## src/hw/rtl/breakpoint_table_matcher_core_assert.svh

```systemverilog
// Assertion macros for the breakpoint table matcher.
// Each macro takes a label, the clock, the active-low reset and the terms.
`ifndef BREAKPOINT_TABLE_MATCHER_CORE_ASSERT_SVH
`define BREAKPOINT_TABLE_MATCHER_CORE_ASSERT_SVH

`ifndef SYNTHESIS

// Same-cycle implication.
`define BPTM_ASSERT_IMP(label, clk, rst_n, ante, cons) \
  label: assert property (@(posedge clk) disable iff (!rst_n) (ante) |-> (cons)) \
    else $error("breakpoint table matcher: assertion failed");

// Next-cycle implication.
`define BPTM_ASSERT_NEXT(label, clk, rst_n, ante, cons) \
  label: assert property (@(posedge clk) disable iff (!rst_n) (ante) |=> (cons)) \
    else $error("breakpoint table matcher: assertion failed");

`else

`define BPTM_ASSERT_IMP(label, clk, rst_n, ante, cons)
`define BPTM_ASSERT_NEXT(label, clk, rst_n, ante, cons)

`endif

`endif

```

## src/hw/rtl/bptm_pkg.sv

```systemverilog
package bptm_pkg;

  localparam int BPTM_NUM_SLOTS = 16;

  localparam int ADDR_W   = 32;
  localparam int OP_W     = 3;
  localparam int SIDX_W   = 8;
  localparam int STATUS_W = 3;
  localparam int SLOT_W   = 6;

  localparam logic [OP_W-1:0] OP_CHECK     = 3'd0;
  localparam logic [OP_W-1:0] OP_ADD       = 3'd1;
  localparam logic [OP_W-1:0] OP_REM_ADDR  = 3'd2;
  localparam logic [OP_W-1:0] OP_REM_SLOT  = 3'd3;
  localparam logic [OP_W-1:0] OP_ARM_STEP  = 3'd4;

  localparam logic [STATUS_W-1:0] ST_OK      = 3'd0;
  localparam logic [STATUS_W-1:0] ST_ALREADY = 3'd1;
  localparam logic [STATUS_W-1:0] ST_FULL    = 3'd2;
  localparam logic [STATUS_W-1:0] ST_NOT_SET = 3'd3;
  localparam logic [STATUS_W-1:0] ST_RANGE   = 3'd4;

  // Per-cell control: load the broadcast address, or take the upper neighbour.
  typedef struct packed {
    logic              load;
    logic              shift;
    logic [ADDR_W-1:0] addr;
  } bptm_cell_ctrl_t;

endpackage

```

## src/hw/rtl/bptm_cell.sv

```systemverilog
module bptm_cell
  import bptm_pkg::*;
(
  input  logic              clk,
  input  logic              rst_n,
  input  bptm_cell_ctrl_t   ctrl,
  input  logic [ADDR_W-1:0] nbr_addr,
  input  logic              nbr_used,
  input  logic [ADDR_W-1:0] probe_addr,
  output logic [ADDR_W-1:0] addr_r,
  output logic              used_r,
  output logic              match
);

  logic [ADDR_W-1:0] addr_nxt;
  logic              used_nxt;

  always_comb begin
    addr_nxt = addr_r;
    used_nxt = used_r;
    if (ctrl.load) begin
      addr_nxt = ctrl.addr;
      used_nxt = 1'b1;
    end else if (ctrl.shift) begin
      addr_nxt = nbr_addr;
      used_nxt = nbr_used;
    end
  end

  always_ff @(posedge clk) begin
    if (!rst_n) begin
      addr_r <= '0;
      used_r <= 1'b0;
    end else begin
      addr_r <= addr_nxt;
      used_r <= used_nxt;
    end
  end

  assign match = used_r && (addr_r == probe_addr);

endmodule

```

## src/hw/rtl/breakpoint_table_matcher_core.sv

```systemverilog
// Channel | Dir | Handshake            | Payload
// in_     | in  | in_tvalid/in_tready  | tdata: address, slot_index; tuser: operation
// out_    | out | out_tvalid/out_tready| tdata: hit, status, slot
//
// One request per cycle while the output register is not stalled: every request
// is decoded, compared against all cells and committed in the cycle it is accepted;
// its result appears in the output register on the next cycle. The compare row has
// one address comparator per cell. Synchronous active-low reset empties the table
// and drops the step flag. A stalled result holds in the output register; a new
// request is taken in the same cycle the held result is taken.

`include "breakpoint_table_matcher_core_assert.svh"

module breakpoint_table_matcher_core
  import bptm_pkg::*;
#(
  parameter int NUM_SLOTS = BPTM_NUM_SLOTS
) (
  input  logic        clk,
  input  logic        rst_n,
  input  logic        in_tvalid,
  output logic        in_tready,
  input  logic [39:0] in_tdata,   // [31:0] address, [39:32] slot_index
  input  logic [2:0]  in_tuser,   // [2:0] operation
  output logic        out_tvalid,
  input  logic        out_tready,
  output logic [15:0] out_tdata   // [0] hit, [3:1] status, [9:4] slot, [15:10] zero
);

  localparam int SW = (NUM_SLOTS > 1) ? $clog2(NUM_SLOTS) : 1;

  // Unpack the request.
  logic [OP_W-1:0]   op;
  logic [ADDR_W-1:0] addr;
  logic [SIDX_W-1:0] sidx;

  assign op   = in_tuser;
  assign addr = in_tdata[ADDR_W-1:0];
  assign sidx = in_tdata[ADDR_W +: SIDX_W];

  logic accept;
  assign accept = in_tvalid && in_tready;

  // Row of cells; cell i takes cell i+1's entry on a removal at or below it.
  bptm_cell_ctrl_t   ctrl     [NUM_SLOTS];
  logic [ADDR_W-1:0] cell_addr[NUM_SLOTS];
  logic              cell_used[NUM_SLOTS];
  logic [NUM_SLOTS-1:0] used_vec;
  logic [NUM_SLOTS-1:0] match_vec;

  genvar g;
  generate
    for (g = 0; g < NUM_SLOTS; g++) begin : g_cell
      logic [ADDR_W-1:0] up_addr;
      logic              up_used;
      if (g == NUM_SLOTS - 1) begin : g_top
        assign up_addr = '0;
        assign up_used = 1'b0;
      end else begin : g_mid
        assign up_addr = cell_addr[g+1];
        assign up_used = cell_used[g+1];
      end
      bptm_cell u_cell (
        .clk        (clk),
        .rst_n      (rst_n),
        .ctrl       (ctrl[g]),
        .nbr_addr   (up_addr),
        .nbr_used   (up_used),
        .probe_addr (addr),
        .addr_r     (cell_addr[g]),
        .used_r     (cell_used[g]),
        .match      (match_vec[g])
      );
      assign used_vec[g] = cell_used[g];
    end
  endgenerate

  // The table has no gaps and no duplicates, so the match row is one-hot or
  // empty and the first free slot is the single used-to-free boundary.
  logic [NUM_SLOTS-1:0] free_vec;
  logic [SW-1:0]        hit_idx;
  logic [SW-1:0]        free_idx;
  logic                 found;
  logic                 full;
  logic                 sidx_used;
  logic                 sidx_range;

  always_comb begin
    hit_idx   = '0;
    free_idx  = '0;
    sidx_used = 1'b0;
    for (int i = 0; i < NUM_SLOTS; i++) begin
      free_vec[i] = !used_vec[i] && ((i == 0) || used_vec[(i > 0) ? i - 1 : 0]);
      if (match_vec[i]) hit_idx  = hit_idx  | SW'(i);
      if (free_vec[i])  free_idx = free_idx | SW'(i);
      if (sidx == SIDX_W'(i)) sidx_used = sidx_used | used_vec[i];
    end
  end

  assign found      = |match_vec;
  assign full       = used_vec[NUM_SLOTS-1];
  assign sidx_range = (sidx >= SIDX_W'(NUM_SLOTS));

  // Decode the operation into cell controls and the result.
  logic                step_armed_r, step_armed_nxt;
  logic                do_load;
  logic                do_remove;
  logic [SW-1:0]       rem_idx;
  logic                res_hit;
  logic [STATUS_W-1:0] res_status;
  logic [SW-1:0]       res_slot;

  always_comb begin
    step_armed_nxt = step_armed_r;
    do_load        = 1'b0;
    do_remove      = 1'b0;
    rem_idx        = hit_idx;
    res_hit        = 1'b0;
    res_status     = ST_OK;
    res_slot       = '0;
    case (op)
      OP_CHECK: begin
        if (step_armed_r) begin
          step_armed_nxt = 1'b0;
          res_hit        = 1'b1;
        end else if (found) begin
          res_hit  = 1'b1;
          res_slot = hit_idx;
        end
      end
      OP_ADD: begin
        if (found) begin
          res_status = ST_ALREADY;
          res_slot   = hit_idx;
        end else if (full) begin
          res_status = ST_FULL;
        end else begin
          do_load  = 1'b1;
          res_slot = free_idx;
        end
      end
      OP_REM_ADDR: begin
        if (!found) begin
          res_status = ST_NOT_SET;
        end else begin
          do_remove = 1'b1;
          res_slot  = hit_idx;
        end
      end
      OP_REM_SLOT: begin
        rem_idx = sidx[SW-1:0];
        if (sidx_range) begin
          res_status = ST_RANGE;
        end else if (!sidx_used) begin
          res_status = ST_NOT_SET;
        end else begin
          do_remove = 1'b1;
          res_slot  = sidx[SW-1:0];
        end
      end
      OP_ARM_STEP: begin
        step_armed_nxt = 1'b1;
      end
      default: begin
        // Unknown operation: no change, all-zero result.
      end
    endcase
  end

  // Fan the decision out to the row: load the free slot, shift from the
  // removed slot upward.
  always_comb begin
    for (int i = 0; i < NUM_SLOTS; i++) begin
      ctrl[i].addr  = addr;
      ctrl[i].load  = accept && do_load && free_vec[i];
      ctrl[i].shift = accept && do_remove && (SW'(i) >= rem_idx);
    end
  end

  // Output register; advance when empty or when the held result is taken.
  logic        out_valid_r, out_valid_nxt;
  logic [15:0] out_data_r,  out_data_nxt;

  assign in_tready = !out_valid_r || out_tready;

  always_comb begin
    out_valid_nxt = out_valid_r;
    out_data_nxt  = out_data_r;
    if (accept) begin
      out_valid_nxt = 1'b1;
      out_data_nxt  = {6'd0, SLOT_W'(res_slot), res_status, res_hit};
    end else if (out_tready) begin
      out_valid_nxt = 1'b0;
    end
  end

  always_ff @(posedge clk) begin
    if (!rst_n) begin
      step_armed_r <= 1'b0;
      out_valid_r  <= 1'b0;
    end else begin
      if (accept) step_armed_r <= step_armed_nxt;
      out_valid_r <= out_valid_nxt;
    end
    out_data_r <= out_data_nxt;
  end

  assign out_tvalid = out_valid_r;
  assign out_tdata  = out_data_r;

  // No address is ever held twice.
  `BPTM_ASSERT_IMP(a_match_onehot, clk, rst_n, 1'b1, $onehot0(match_vec))
  // Used entries stay packed at the bottom of the table.
  `BPTM_ASSERT_IMP(a_used_packed, clk, rst_n, 1'b1, ((used_vec >> 1) & ~used_vec) == '0)
  // An armed step fires on the next check and then clears.
  `BPTM_ASSERT_NEXT(a_step_fires, clk, rst_n,
                    accept && (op == OP_CHECK) && step_armed_r,
                    out_tvalid && out_tdata[0] && !step_armed_r)
  // Every accepted request leaves a result in the output register.
  `BPTM_ASSERT_NEXT(a_result_follows, clk, rst_n, accept, out_valid_r)

endmodule

```

## config.mk

```make
export PLATFORM = sky130hd
export DESIGN_NAME = breakpoint_table_matcher_core
export DESIGN_NICKNAME = d
export VERILOG_FILES = /design/src/hw/rtl/bptm_pkg.sv /design/src/hw/rtl/bptm_cell.sv /design/src/hw/rtl/breakpoint_table_matcher_core.sv
export VERILOG_INCLUDE_DIRS = /design/src /design/src/hw/rtl
export SDC_FILE = /design/constraint.sdc
export NUM_CORES = 2
export LEC_CHECK = 0
export ABC_AREA = 0
export BUFFER_PORTS_ARGS = -buffer_cell sky130_fd_sc_hd__buf_2
export CELL_PAD_IN_SITES_DETAIL_PLACEMENT = 0
export CELL_PAD_IN_SITES_GLOBAL_PLACEMENT = 2
export CORE_AREA = 2 2 367 223
export DETAILED_ROUTE_END_ITERATION = 10
export DIE_AREA = 0 0 369 225
export PLACE_DENSITY_LB_ADDON = 0.1
export RECOVER_POWER = 25
export SYNTH_ARGS = -nofsm -noshare
export SYNTH_HDL_FRONTEND = slang
export SYNTH_SLANG_ARGS = --single-unit
```

## constraint.sdc

```tcl
create_clock -name clk -period 3.7 [get_ports clk]
set_input_delay 0.37 -clock clk [delete_from_list [all_inputs] [get_ports clk]]
set_output_delay 0.37 -clock clk [all_outputs]
set_load 0.02 [all_outputs]
```

# After elaboration in Yosys (flattened, before gate mapping)
# Cells that the tools add are included.
[op_classes]
eq_ne = 35
magnitude_cmp = 17
n_bitwise = 15
n_reduce_logical = 106
muxes = 135
[op_table]
columns = ["cell", "count"]
rows = [
  ["2-to-1 mux 32 bit", 32],
  ["== test 32 bit", 16],
  ["2-to-1 mux 4 bit", 23],
  ["logical AND 1 bit", 66],
  ["== test 8 x 4 -> 1 bit, second input constant", 8],
  ["2-to-1 mux 1 bit", 59],
  ["nonzero test 2 bit", 18],
  ["== test 8 x 3 -> 1 bit, second input constant", 4],
  ["greater-or-equal comparator 4 bit, first input constant", 8],
  ["2-to-1 mux 3 bit", 9],
  ["zero test 1 bit", 17],
  ["== test 8 x 2 -> 1 bit, second input constant", 2],
  ["greater-or-equal comparator 3 x 4 -> 1 bit, first input constant", 4],
  ["2-to-1 mux 2 bit", 8],
  ["one-hot mux 4 bit (4 select lines)", 1],
  ["OR reduction 16 bit", 1],
  ["OR 1 bit", 15],
  ["one-hot mux 3 bit (3 select lines)", 1],
  ["== test 8 x 1 -> 1 bit, second input constant", 1],
  ["greater-or-equal comparator 1 x 4 -> 1 bit, first input constant", 2],
  ["greater-or-equal comparator 2 x 4 -> 1 bit, first input constant", 2],
  ["greater-or-equal comparator 8 x 5 -> 1 bit, second input constant", 1],
  ["zero test 8 bit", 1],
  ["== test 3 x 2 -> 1 bit, second input constant", 2],
  ["other kinds (6)", 7],
]
[totals]
out_inout_bits = 18
ff_bits = 538
elab_cells = 344
in_bits = 47

# Logic depth before layout (Yosys ltp)
[logic_depth]
ltp_word = 39
depth_mapped = 17
ltp_nobuf = 10

# Cells and area by module
# Synthesis repeated with hierarchy kept, for this count alone.
[unflattened]
hier_cells = 3709
area_unflattened_um2 = 32077.0
[modules_own_cells]
columns = ["module", "area_per_inst_um2", "cells_each", "seq_area_each_um2", "n_inst"]
rows = [
  ["bptm_cell", 1919.3, 221, 660.6, 16],
  ["breakpoint_table_matcher_core", 1367.6, 173, 280.3, 1],
]

# Worst setup path before layout
# No wires, ideal clock.
[synth_timing]
kind = "input to register"
start = "input in_tdata[2]"
end = "register g_cell[11].u_cell.addr_r[10]"
setup_slack_ps = 365
setup_time_ps = 132
path_stages = 16
n_path_buf = 6
required_time_ps = 3568
t_arrival_ps = 3202
cell_sequence = "buf_4 buf_8 xor2_2 nor2_1 nand4b_1 nor3_1 or4_4 buf_6 or4_4 buf_6 a21oi_4 or2_2 buf_4 buf_4 mux2i_1 a21oi_1"
[synth_between]
elab_chain_cells = 21
word_cells_on_any_way = 60
classes_between = "order compare: 1; eq/ne: 16; mux: 21; reduce/logical: 22"
[synth_rtl]
columns = ["element", "line", "source"]
rows = [
  ["start, declared", "breakpoint_table_matcher_core.sv:23", "input logic [39:0] in_tdata,"],
  ["== test 32 bit", "bptm_cell.sv:40", "assign match = used_r && (addr_r == probe_addr);"],
  ["logical AND 1 bit", "bptm_cell.sv:40", ""],
  ["2-to-1 mux 1 bit", "breakpoint_table_matcher_core.sv:94", "if (match_vec[i]) hit_idx = hit_idx | SW'(i);"],
  ["2-to-1 mux 2 bit (2 in series)", "breakpoint_table_matcher_core.sv:94", ""],
  ["2-to-1 mux 3 bit (4 in series)", "breakpoint_table_matcher_core.sv:94", ""],
  ["2-to-1 mux 4 bit (8 in series)", "breakpoint_table_matcher_core.sv:94", ""],
  ["2-to-1 mux 4 bit", "breakpoint_table_matcher_core.sv:121", "case (op)"],
  ["greater-or-equal comparator 4 bit", "breakpoint_table_matcher_core.sv:176", "ctrl[i].shift = accept && do_remove && (SW'(i) >= rem_idx);"],
  ["logical AND 1 bit", "breakpoint_table_matcher_core.sv:176", ""],
  ["nonzero test 2 bit (no source line)", "n/a", ""],
  ["end signal, assigned", "bptm_cell.sv:35", "addr_r <= addr_nxt;"],
  ["end, declared", "bptm_cell.sv:10", "output logic [ADDR_W-1:0] addr_r,"],
]
# Parallel ways exist; a longest one is shown, timed or not.
# A chain may end at the register's enable or synchronous reset.

# Worst setup path after layout
[layout_timing]
start = "register g_cell[7].u_cell.addr_r[14]"
end = "register g_cell[14].u_cell.addr_r[11]"
[layout_between]
elab_chain_cells = 15
word_cells_on_any_way = 24
classes_between = "order compare: 1; eq/ne: 1; mux: 15; reduce/logical: 7"
[layout_rtl]
columns = ["element", "line"]
rows = [
  ["start, declared", "bptm_cell.sv:10"],
  ["start signal, assigned", "bptm_cell.sv:35"],
  ["== test 32 bit (*)", "bptm_cell.sv:40"],
  ["logical AND 1 bit (*)", "bptm_cell.sv:40"],
  ["2-to-1 mux 3 bit", "breakpoint_table_matcher_core.sv:94"],
  ["2-to-1 mux 4 bit (8 in series)", "breakpoint_table_matcher_core.sv:94"],
  ["2-to-1 mux 4 bit", "breakpoint_table_matcher_core.sv:121"],
  ["greater-or-equal comparator 4 bit", "breakpoint_table_matcher_core.sv:176"],
  ["logical AND 1 bit", "breakpoint_table_matcher_core.sv:176"],
  ["nonzero test 2 bit (no source line)", "n/a"],
  ["end signal, assigned", "bptm_cell.sv:35"],
  ["end, declared", "bptm_cell.sv:10"],
]
# Every way passes the cells marked *; elsewhere a longest branch is shown, timed or not.

==> impl_table.tex <==
\begin{tabular}{lr}
\hline
Metric & Value \\
\hline
\multicolumn{2}{l}{\textbf{Job}} \\
Max capacitance violation total & 0 \\
\multicolumn{2}{l}{\textbf{Synthesis}} \\
Post-synth top area share & 34.4\% \\
Cell taking the most area after synthesis & dfxtp\_1 \\
Main flop type after synthesis & dfxtp\_1 \\
Syn. warnings & 0 \\
Gate count of the mapped netlist & 3684 \\
Asr flop ratio synth & 0\% \\
Number of enable-type register cells in the synthesized netlist & 8 \\
Mean instance size in the synthesized netlist & 8.38 um\^{}2 \\
Share of the yosys chip area belonging to registers & 35.2\% \\
Post-synth design cell area & 30900 um\^{}2 \\
FF+latch count, synth & 538 \\
Leading cell types by total area after synthesis & dfxtp\_1, xor2\_1, mux2i\_1 \\
Number of distinct library cells after synthesis & 78 \\
\multicolumn{2}{l}{\textbf{Timing}} \\
Worst Clk Skew & 0.0430 ns \\
Hold\_ws & 0.0824 ns \\
Final cycle utilization of the critical path & 101\% \\
Number of pins exceeding their max-slew limit in the final report & 0 \\
Max frequency & 267 MHz \\
Final-report hold violation count & 0 \\
Number of setup violations in the final report & 5 \\
Transition at the pin with the smallest max-transition slack & 0.797 ns \\
Min Clock Period, post-route & 3.74 ns \\
Slew HR & 46.8\% \\
Setup repair after global routing missed its margin & yes \\
Final setup slack of the worst path & -0.0405 ns \\
\multicolumn{2}{l}{\textbf{Clock network}} \\
Post-CTS clock slew at the launch and capture registers of the worst setup and hold paths & 0.06 ns \\
Number of buffers created by CTS & 57 \\
Maximum clock insertion buffer count & 3 \\
Buffer type at the clock tree root & clkbuf\_16 \\
Clock insertion delay at the later pin of the skew report & 0.68 ns \\
TritonCTS clock tree & yes \\
H-tree Lvls & 2 \\
\# clock sinks & 538 \\
\multicolumn{2}{l}{\textbf{Power}} \\
Maximum VDD drop & 0.000351 V \\
Sum of internal, switching and leakage power & 0.0137 W \\
Pwr/cell area & 337 nW/um\^{}2 \\
Lkg Pwr & 16.4 nW \\
\multicolumn{2}{l}{\textbf{Status}} \\
Status & finished with violations \\
Violations in the final reports & negative setup slack \\
\multicolumn{2}{l}{\textbf{Setup path}} \\
Flop2flop setup slack & -0.04 ns \\
Cell depth of the worst flop-to-flop path & 12 \\
Worst R2R Start & g\_cell[7].u\_cell.addr\_r[14] \\
Data required time of the critical path & 4.27 ns \\
Critical Path Fanout Max & 58 \\
Launching element of the worst setup path & g\_cell[7].u\_cell.addr\_r[14] \\
CP Launch Type & register \\
Worst reg2reg endpoint & g\_cell[14].u\_cell.addr\_r[11] \\
Worst Setup EP & g\_cell[14].u\_cell.addr\_r[11] \\
Startpoint-to-endpoint class of the critical path & register to register \\
Arrival time at the worst endpoint & 4.31 ns \\
Endpoint type of the worst setup path & register \\
\multicolumn{2}{l}{\textbf{Floorplan}} \\
Effective utilization at floorplan & 38.9\% \\
I/O pin count & 65 \\
Area inside the core boundary & 79300 um\^{}2 \\
Row count & 80 \\
Chip Height & 225 um \\
Die outline area & 83000 um\^{}2 \\
Die X-Extent & 369 um \\
\multicolumn{2}{l}{\textbf{Route}} \\
DRC violation total after the first TritonRoute iteration & 4425 \\
Via Count & 32831 \\
Detailed-routing iteration count for the pre-antenna-repair pass & 8 \\
Number of nets with antenna violations after detailed routing & 0 \\
Total length of routed wires & 163000 um \\
Number of remaining DRC errors & 0 \\
Wirelength per Cell & 30.2 um \\
Vias per inst & 6.10 \\
\multicolumn{2}{l}{\textbf{Place}} \\
Estimated wirelength of the detail-placed design & 125000 um \\
Routability-driven placement congestion ratio & 1.03 \\
Count of buffers from port buffering & 56 \\
\multicolumn{2}{l}{\textbf{Global route}} \\
Global-route track usage on met1 & 57.6\% \\
Global-route congestion overflow total & 0 \\
Global Route met3 Usage & 11.0\% \\
Number of antenna violations at the first check in global routing & 10 \\
Largest net degree at the start of global routing & 99 \\
Most congested layer reported by global routing & met1 \\
Global routing usage summed across all routing layers & 37.9\% \\
Global-route track usage on met2 & 50.7\% \\
First-pass GRT wire length & 228000 um \\
Vias in the first global route & 30624 \\
\multicolumn{2}{l}{\textbf{Cells and area}} \\
Area added between synthesis and finish & 31.9\% \\
Layout cell share with drive strength beyond 1 & 25.7\% \\
Most frequent cells in the layout & buf\_4, dfxtp\_1, a21oi\_1 \\
Total Nets Final & 4316 \\
Most common cell after layout, fill and taps aside & buf\_4 \\
\multicolumn{2}{l}{\textbf{Hold path}} \\
HP Class & input port to register \\
Worst hold stages & 2 \\
\hline
\end{tabular}
==> cell usage after synthesis, drive strengths merged, types with 51 or more instances <==
cell type and instances:
a21oi 350, a22oi 107, a31oi 51, buf 154, clkbuf 214, dfxtp 530
mux2i 219, nand2 254, nand3 68, nand4 121, nor2 233, nor3 73
nor4 153, o21ai 277, o221a 59, xnor2 206, xor2 296
==> per-stage QoR <==
step                      setup slack [ns]  util [%]  TNS, ns  instance area [um^2]  std cells
after floorplan                      0.365         -        0                 30900       3691
after global placement              -0.658      48.4  -227.59                 38400       5268
after detailed placement            -0.723      48.4  -250.40                 38400       5268
after CTS                          0.00298      51.0        0                 40400       5375
after global routing               -0.0973      51.3    -3.04                 40700       5380
final                              -0.0405      51.3   -0.104                 40700       5381
==> how the worst min path moves through the flow <==
| stage | startpoint | to | slack [ns] |
|---|---|---|---|
| after floorplan | g_cell[5].u_cell.addr_r[31] | g_cell[5].u_cell.addr_r[31] | 0.45 |
| after global placement | g_cell[5].u_cell.addr_r[21] | g_cell[5].u_cell.addr_r[21] | 0.47 |
| after detailed placement | g_cell[5].u_cell.addr_r[5] | g_cell[5].u_cell.addr_r[5] | 0.48 |
| after CTS | in_tuser[0] | out_tdata[0] | 0.06 |
| after global routing | in_tuser[0] | out_tdata[0] | 0.08 |
| final | in_tuser[0] | out_tdata[0] | 0.08 |
==> logic make-up after synthesis <==
| family | count (synthesis) | synth area share [%] |
|---|---|---|
| AOI/OAI and AO/OA | 977 | 19.7 |
| and+or+nand+nor | 1048 | 17.4 |
| muxes | 220 | 7.18 |
| xor gates and xnor gates | 502 | 14.3 |
| other | 1 | 0.0122 |
| DFF | 538 | 35.2 |
| buffers and inverters | 398 | 6.18 |
==> worst max-delay path, stage by stage (launching register included) <==
cell     delay [ns]
dfxtp_1        0.39
xor2_1         0.44
nor4_1         0.09
nand4_1        0.21
nor4_4         0.09
or4_4          0.58
or4_4          0.63
a21oi_4        0.20
buf_12         0.16
a21oi_4        0.04
buf_12         0.16
or3b_1         0.43
a31oi_1        0.14
==> layer usage <==
metal	share of wire, %	vias up	routed length [um]
li1	-	14477	-
met1	46	16162	74700
met2	38	1928	62400
met3	13	260	20500
met4	2.8	4	4610
met5	0.11	-	181
==> layout make-up <==
cell class	instances	area [um^2]
Multi-Input combinational cell	2755	18500
Inverter	30	120
Fill cell	7548	38600
Clock buffer	83	1660
Timing Repair Buffer	887	7990
Tap cell	1066	1330
Antenna cell	2	5.00
Sequential cell	538	10900
Clock inverter	20	215
==> report_power, final <==
group	switching (W)	internal, W
sequential	0.0000123	0.00582
clock	0.00273	0.00338
combinational	0.00108	0.000657
total	0.00383	0.00986
==> state kept, by name, summed over array words and instances, names as in the netlist <==
| register | cells |
|---|---|
| out_tvalid | 1 |
| g_cell.u_cell.used_r | 16 |
| g_cell.u_cell.addr_r | 512 |
| out_tdata | 8 |
| step_armed_r | 1 |
==> what timing repair did <==
action,CTS,global route
hold buffers,2,0
endpoints found under the setup margin,508,426
pin swaps,1,11
buffers inserted,2,3
cloned,0,1
resized for setup,19,49
endpoints found under the hold margin,1,0
Power figures use the tool's default switching activity.
